File: src/rtl/gs1d_pkg.sv
// ---------------------------------------------------------------------------
// gs1d_pkg
// Shared types and constants for the 1D Gauss-Seidel Poisson solver.
// ---------------------------------------------------------------------------
package gs1d_pkg;

    // Register indexes on the configuration port.
    localparam logic [1:0] CFG_MAX_SWEEPS    = 2'd0;
    localparam logic [1:0] CFG_STEP_SQUARED  = 2'd1;
    localparam logic [1:0] CFG_INV_STEP_SQ   = 2'd2;

    localparam logic [15:0] MAX_SWEEPS_RST   = 16'd1000;
    localparam logic [31:0] STEP_SQ_RST      = 32'd1040025;
    localparam logic [23:0] INV_STEP_SQ_RST  = 24'd4225;

    localparam logic [47:0] RES_MAX          = 48'hFFFF_FFFF_FFFF;

    // Datapath operation codes issued by the controller.
    localparam logic [2:0] OP_NONE  = 3'd0;
    localparam logic [2:0] OP_LOAD  = 3'd1;
    localparam logic [2:0] OP_RES   = 3'd2;
    localparam logic [2:0] OP_SWEEP = 3'd3;
    localparam logic [2:0] OP_EMIT  = 3'd4;

    // Command from controller to datapath.
    typedef struct packed {
        logic [2:0] op;
        logic [5:0] idx;
        logic       clr_sum;
    } gs1d_cmd_t;

endpackage

File: src/rtl/gs1d_ctrl.sv
// ---------------------------------------------------------------------------
// gs1d_ctrl
// Sequencer for loading, residual passes, sweeps and result emission.
// ---------------------------------------------------------------------------
module gs1d_ctrl
    import gs1d_pkg::*;
#(
    parameter int MAX_POINTS = 64
) (
    input  logic        aclk,
    input  logic        aresetn,
    input  logic        s_valid,
    output logic        s_ready,
    input  logic        last_in,
    output logic        m_valid,
    input  logic        m_ready,
    input  logic [15:0] max_sweeps,
    input  logic        dp_done,
    input  logic [47:0] res_sum,
    output gs1d_cmd_t   cmd,
    output logic [6:0]  n_pts,
    output logic [15:0] sweeps_out,
    output logic [47:0] res_out,
    output logic [5:0]  emit_idx,
    output logic        emit_last,
    output logic        emit_load
);

    localparam logic [2:0] ST_LOAD  = 3'd0;
    localparam logic [2:0] ST_RES   = 3'd1;
    localparam logic [2:0] ST_CHECK = 3'd2;
    localparam logic [2:0] ST_SWEEP = 3'd3;
    localparam logic [2:0] ST_EMIT  = 3'd4;
    localparam logic [2:0] ST_OUT   = 3'd5;

    logic [2:0]  st_reg, st_next;
    logic [6:0]  n_reg, n_next;
    logic [5:0]  i_reg, i_next;
    logic [15:0] sw_reg, sw_next;
    logic [47:0] thr_reg, thr_next;
    logic        init_reg, init_next;
    logic        acc;
    logic        pass_end;

    assign s_ready  = (st_reg == ST_LOAD);
    assign acc      = s_valid && s_ready;
    assign pass_end = ({1'b0, i_reg} + 7'd1 >= n_reg);
    assign m_valid  = (st_reg == ST_OUT);
    assign n_pts    = n_reg;
    assign sweeps_out = sw_reg;
    assign res_out  = res_sum;
    assign emit_idx = i_reg;
    assign emit_last = pass_end;
    assign emit_load = (st_reg == ST_EMIT) && dp_done;

    always_comb begin
        st_next = st_reg; n_next = n_reg; i_next = i_reg;
        sw_next = sw_reg; thr_next = thr_reg; init_next = init_reg;
        cmd = '0;
        cmd.idx = i_reg;
        unique case (st_reg)
            ST_LOAD: begin
                if (acc) begin
                    if (n_reg < 7'(MAX_POINTS)) begin
                        cmd.op = OP_LOAD;
                        cmd.idx = n_reg[5:0];
                        n_next = n_reg + 7'd1;
                    end
                    if (last_in) begin
                        st_next = ST_RES; i_next = '0; sw_next = '0;
                        init_next = 1'b1; cmd.clr_sum = 1'b1;
                    end
                end
            end
            ST_RES: begin
                cmd.op = OP_RES;
                if (dp_done) begin
                    i_next = i_reg + 6'd1;
                    if (pass_end) st_next = ST_CHECK;
                end
            end
            ST_CHECK: begin
                // Divide by 1e8 via the initial residual: res*1e8 > init.
                if (init_reg) begin
                    thr_next  = res_sum;
                    init_next = 1'b0;
                end
                i_next = '0;
                if (sw_reg < max_sweeps &&
                    ((init_reg ? 75'(res_sum) * 75'd100000000 > 75'(res_sum)
                               : 75'(res_sum) * 75'd100000000 > 75'(thr_reg))))
                    st_next = ST_SWEEP;
                else
                    st_next = ST_EMIT;
            end
            ST_SWEEP: begin
                cmd.op = OP_SWEEP;
                if (dp_done) begin
                    i_next = i_reg + 6'd1;
                    if (pass_end) begin
                        st_next = ST_RES; i_next = '0;
                        sw_next = sw_reg + 16'd1; cmd.clr_sum = 1'b1;
                    end
                end
            end
            ST_EMIT: begin
                cmd.op = OP_EMIT;
                if (dp_done) st_next = ST_OUT;
            end
            ST_OUT: begin
                if (m_ready) begin
                    i_next = i_reg + 6'd1;
                    if (pass_end) begin
                        st_next = ST_LOAD; n_next = '0;
                    end else st_next = ST_EMIT;
                end
            end
            default: st_next = ST_LOAD;
        endcase
    end

    always_ff @(posedge aclk) begin
        if (!aresetn) begin
            st_reg <= ST_LOAD; n_reg <= '0; i_reg <= '0;
            sw_reg <= '0; thr_reg <= '0; init_reg <= 1'b0;
        end else begin
            st_reg <= st_next; n_reg <= n_next; i_reg <= i_next;
            sw_reg <= sw_next; thr_reg <= thr_next; init_reg <= init_next;
        end
    end

endmodule

File: config.mk
export PLATFORM = sky130hd
export DESIGN_NAME = gs1d_ctrl
export DESIGN_NICKNAME = d
export VERILOG_FILES = /design/src/rtl/gs1d_pkg.sv /design/src/rtl/gs1d_ctrl.sv
export SDC_FILE = /design/constraint.sdc
export NUM_CORES = 2
export LEC_CHECK = 0
export BUFFER_PORTS_ARGS = -buffer_cell sky130_fd_sc_hd__buf_4
export CORE_MARGIN = 4
export CORE_UTILIZATION = 35
export DETAILED_ROUTE_END_ITERATION = 10
export MAX_ROUTING_LAYER = met4
export PLACE_DENSITY = 0.55
export SYNTH_ARGS = -nofsm -noshare
export SYNTH_HDL_FRONTEND = slang
export SYNTH_SLANG_ARGS = --single-unit
File: constraint.sdc
create_clock -name aclk -period 13.5 [get_ports aclk]
set_input_delay 3.375 -clock aclk [delete_from_list [all_inputs] [get_ports aclk]]
set_output_delay 3.375 -clock aclk [all_outputs]
set_load 0.01 [all_outputs]
==> Word-level counts from Yosys, hierarchy flattened <==
Cells that the tools add are included.
W data, S select, Z words.
{ "op_classes": {"multipliers": 1, "reduce_logical": 14, "order_cmp": 5, "mux": 40, "add_sub_neg": 4, "n_eq_ne": 15} }
{ "op_table": {"columns": ["operator", "count"], "rows": [
  ["$gt A75 B48 Y1", 2],
  ["$mul A48 B19 Y67 const B", 1],
  ["$mux W16", 4],
  ["$mux W6", 7],
  ["$mux W7", 5],
  ["$pmux W16 S2", 1],
  ["$mux W3", 10],
  ["$pmux W6 S5", 1],
  ["$pmux W3 S6", 1],
  ["$add A16 B1 Y16 const B", 1],
  ["$lt A16 B16 Y1", 1],
  ["$pmux W7 S2", 1],
  ["$pmux W3 S4", 1],
  ["$ne A2 B1 Y1 const B", 5],
  ["$ne A2 B2 Y1 const B", 5],
  ["$reduce_and A5 Y1", 2],
  ["$mux W8", 1],
  ["$reduce_and A8 Y1", 1],
  ["$add A6 B1 Y7 const B", 1],
  ["$add A7 B1 Y7 const B", 1],
  ["$ge A7 B7 Y1", 1],
  ["$lt A7 B7 Y1 const B", 1],
  ["$add A6 B1 Y6 const B", 1],
  ["$eq A3 B2 Y1 const B", 2],
  ["11 further kinds", 22]
]} }
{ "totals": {"ff_bits": 81, "inputBits": 70, "out_inout_bits": 91} }

==> Longest topological paths before layout <==
{ "logic_depth": {"ltp_word": 6, "ltp_mapped": 37} }

==> Worst setup path before layout <==
Ideal clock, no wire load.
{ "synth_path": {"kind": "in2reg", "from": "input port res_sum[5]", "to": "register st_reg[1]", "required_ns": 13.371, "cell_stages": 33, "path_buffers": 1, "arrival_time_ns": 10.522, "setup_slack_ns": 2.849, "cell_sequence": "inv_1 fa_1 fa_1 inv_1 fa_1 fa_1 fa_1 inv_1 fa_1 inv_1 ha_1 buf_2 a21oi_1 o21a_1 nand2_1 o21ai_0 o31a_1 o21a_1 o21ai_0 xor2_1 ha_1 nand4_1 nor2_1 and3_1 nand3_1 o21a_1 nor4_1 nor4bb_1 nand4b_1 nor4_1 nand4_1 nor3_2 o32ai_1"} }
{ "synth_between": {"elab_chain_len": 6, "elab_cells_between_ends": 7, "classes_between": "mul: 1; order compare: 2; mux: 3; reduce/logical: 1"} }
{ "synth_rtl": {"columns": ["item", "line_no", "source"], "rows": [
  ["start, declared", "gs1d_ctrl.sv:19", "input logic [47:0] res_sum,"],
  ["$mul A48 B19 Y67", "gs1d_ctrl.sv:90, gs1d_ctrl.sv:91", null],
  ["$gt A75 B48 Y1, on equally long branches", "gs1d_ctrl.sv:91, gs1d_ctrl.sv:90", null],
  ["$mux W1 *", "gs1d_ctrl.sv:90", "((init_reg ? 75'(res_sum) * 75'd100000000 > 75'(res_sum)"],
  ["$logic_and A1 B1 Y1 *", "gs1d_ctrl.sv:89", "if (sw_reg < max_sweeps &&"],
  ["$mux W3 *", "gs1d_ctrl.sv:89", null],
  ["$pmux W3 S6 *", "gs1d_ctrl.sv:61", "unique case (st_reg)"],
  ["end signal, assigned", "gs1d_ctrl.sv:127", "st_reg <= st_next; n_reg <= n_next; i_reg <= i_next;"],
  ["end, declared", "gs1d_ctrl.sv:36", "logic [2:0] st_reg, st_next;"]
]} }
Every way passes the cells marked *; elsewhere a longest branch is shown, timed or not.
A chain may end at the register's enable or synchronous reset.

==> Worst setup path in the final report <==
{ "layout_path": {"from": "input port res_sum[4]", "to": "register st_reg[1]"} }
Same word-level chain as after synthesis.

==> results.yml <==
run_status:
  status: "completed"
grt:
  grt_util_all_layers: 0.214
  grt_max_degree: 62
  antenna_found_initial: 0
  grt_pass1_wl_mm: 118
  grt_pass1_vias: 19400
  grt-ovfl-total: 0
setup_path:
  cp_max_fo: 10
  cpMostUsedCell: "fa_1"
  end_kind: "register"
  worst-r2r-cell-count: 11
  slowest_stage: "fa_1"
  cp_data_arrival_time_ns: 11.94
  startpoint_type: "input pin"
  path_depth: 33
  critPathTopFamily: "adder cells"
  crit_buf_inv: 5
  cp.required_ns: 13.78
  critical-path-max-stage-delay_ns: 0.55
  critical_path_class: "input pin to register"
layout:
  fillerInstances: 7130
  layout.nets: 3701
  drive_above_1_share: 0.0710
  antenna_cells: 0
  largest_reg_flops: 48
  syn2layout_area_growth_pct: 8.66
synth:
  async_reset_ff_frac: 0
  synthTopCellsByCount: "747 x inv_1, 449 x fa_1, 372 x ha_1"
  netlist_instances: 2738
  synth_edf_count: 0
  synthTopCellsByArea: "fa_1 37%, ha_1 19%, inv_1 12%"
  synth_cell_types: 81
  syn_area_per_cell_um2: 8.88
  syn-cell-area_mm2: 0.0243
  ys_ff_latch: 81
  synth-seq-area-share: 0.0667
  synthFlopType: "dfxtp_1"
  synth_top_area_frac: 0.370
  synth_top_area_cell: "fa_1"
  ys_warn_count: 0
  synth.most_common_cell: "inv_1"
  syn_nets: 3629
sta:
  fmax_mhz: 85.7
  tightest_slew_ns: 1.01
  hold_viol: 0
  relSlewSlack: 0.320
  maxSlewViolCount: 0
  setup-tns-final_ns: 0
  fin_skew_ns: 0.0164
  setup_viol: 0
  period_share: 0.864
  grt_setup_unrepaired: "false"
  period_minus_slack_ns: 11.66
clock_tree:
  numCtsBuffers: 9
  htree_levels: 3
  clkSinkCount: 81
  cts_hold_buf: 0
  root_buffer: "clkbuf_16"
  cts_resized: 0
  cts_setup_buffers: 0
  clock_latency_ns: 0.40
  cts_tree: "yes"
  clkTransAtPathRegs_ns: 0.08
  cts_max_path_buffers: 2
route:
  wl_per_cell_um: 19.8
  antenna_left: 0
  drcViolationCount: 0
  dr.pass1.iters: 5
  drtIter0Drc: 874
  wl_mm: 74.3
  vias_per_cell: 4.87
  vias: 18200
die:
  die_area_mm2: 0.0738
  core_mm2: 0.0687
  pin_count: 161
  die_y_um: 272
  num_rows: 96
  start_util: 0.354
  dieWidth_um: 272
placed_design:
  hpwl_mm: 63.8
  gp_congestion: 0.961
  io_buffers: 160
run:
  cap_violations: 0
min_path:
  whs_path_depth: 2
  hold_class: "register to register"
==> worst paths after layout <==
path | from | end | slack [ns]
min reg2reg | thr_reg[6]$_SDFFE_PN0P_ | thr_reg[6]$_SDFFE_PN0P_ | 0.46
max | res_sum[4] | st_reg[1]$_SDFFE_PN0P_ | 1.84
max reg2reg | thr_reg[4]$_SDFFE_PN0P_ | st_reg[1]$_SDFFE_PN0P_ | 9.52
min | thr_reg[6]$_SDFFE_PN0P_ | thr_reg[6]$_SDFFE_PN0P_ | 0.46
==> layout make-up <==
| cell class | instances | area [um^2] | area share |
|---|---|---|---|
| Clock buffer | 9 | 225 | 0.00852 |
| Clock inverter | 7 | 76.3 | 0.00289 |
| Inverter | 747 | 2800 | 0.106 |
| Multi-Input combinational cell | 1808 | 19300 | 0.731 |
| Sequential cell | 81 | 1620 | 0.0614 |
| Tap cell | 931 | 1160 | 0.0441 |
| Timing Repair Buffer | 163 | 1220 | 0.0463 |
==> cell usage in the layout (no fill, tap or decap), types with 6 or more instances in the layout <==
| master | netlist | routed |
|---|---|---|
| a31oi_1 | 15 | 15 |
| xnor2_1 | 35 | 35 |
| nor2b_1 | 12 | 12 |
| dfxtp_1 | 81 | 81 |
| o21a_1 | 14 | 14 |
| a211oi_1 | 7 | 7 |
| nand3_1 | 36 | 36 |
| nand2b_1 | 15 | 15 |
| a21oi_1 | 128 | 128 |
| nor4_1 | 9 | 9 |
| inv_1 | 747 | 747 |
| o21ai_0 | 71 | 71 |
| a21o_1 | 43 | 43 |
| and2_1 | 6 | 6 |
| ha_1 | 372 | 372 |
| or3_1 | 15 | 15 |
| a21boi_0 | 55 | 55 |
| nand2_1 | 222 | 222 |
| and3_1 | 14 | 14 |
| fa_1 | 449 | 449 |
| clkbuf_16 | 0 | 9 |
| nand4_1 | 45 | 45 |
| nor3_1 | 18 | 18 |
| nor2_1 | 88 | 88 |
| xor2_1 | 26 | 26 |
| o21bai_1 | 7 | 7 |
| buf_4 | 51 | 163 |
| and4_1 | 10 | 10 |
| o211ai_1 | 9 | 9 |
| o21ai_1 | 8 | 8 |
==> metal layers <==
metal	global-route usage	up-vias	share of wire
li1	-	8719	-
met1	0.281	9047	0.45
met2	0.362	393	0.49
met3	0.0244	67	0.040
met4	0.0427	0	0.019
met5	-	-	0
==> worst register-to-register path: stages (launching register included) <==
cell      delay (ns)
dfxtp_1         0.34
or4_1           0.52
nor4_1          0.87
nand3_1         0.32
o21a_1          0.26
nor4_1          0.20
nor4bb_1        0.27
nand4b_1        0.13
nor4_1          0.30
nand4_1         0.16
nor3_2          0.34
o32ai_1         0.14
==> cells by family (layout without fill, tap and decap cells) <==
group,after synthesis,in the layout,share of synthesized area
AOI/OAI and AO/OA,408,408,0.108
xor gates and xnor gates,61,61,0.0220
adders and majority gates,821,821,0.561
buffers and inverters,849,926,0.140
DFF,81,81,0.0667
muxes,5,5,0.00211
and+or+nand+nor,513,513,0.101
==> through the flow <==
stage | cells | utilization | instance area [um^2] | hold slack (ns) | setup slack, ns
final | 3746 | 0.385 | 26400 | 0.461 | 1.84
after global routing | 3746 | 0.385 | 26400 | 0.482 | 1.05
after CTS | 3746 | 0.385 | 26400 | 0.464 | 1.85
after detailed placement | 3730 | 0.380 | 26100 | 0.456 | 1.42
after global placement | 3730 | 0.380 | 26100 | 0.448 | 1.56
after floorplan | 2738 | - | 24300 | 0.438 | 2.85
Power is not shown: default switching activity piles up to over one toggle a cycle in this logic, so the estimate is an artifact.
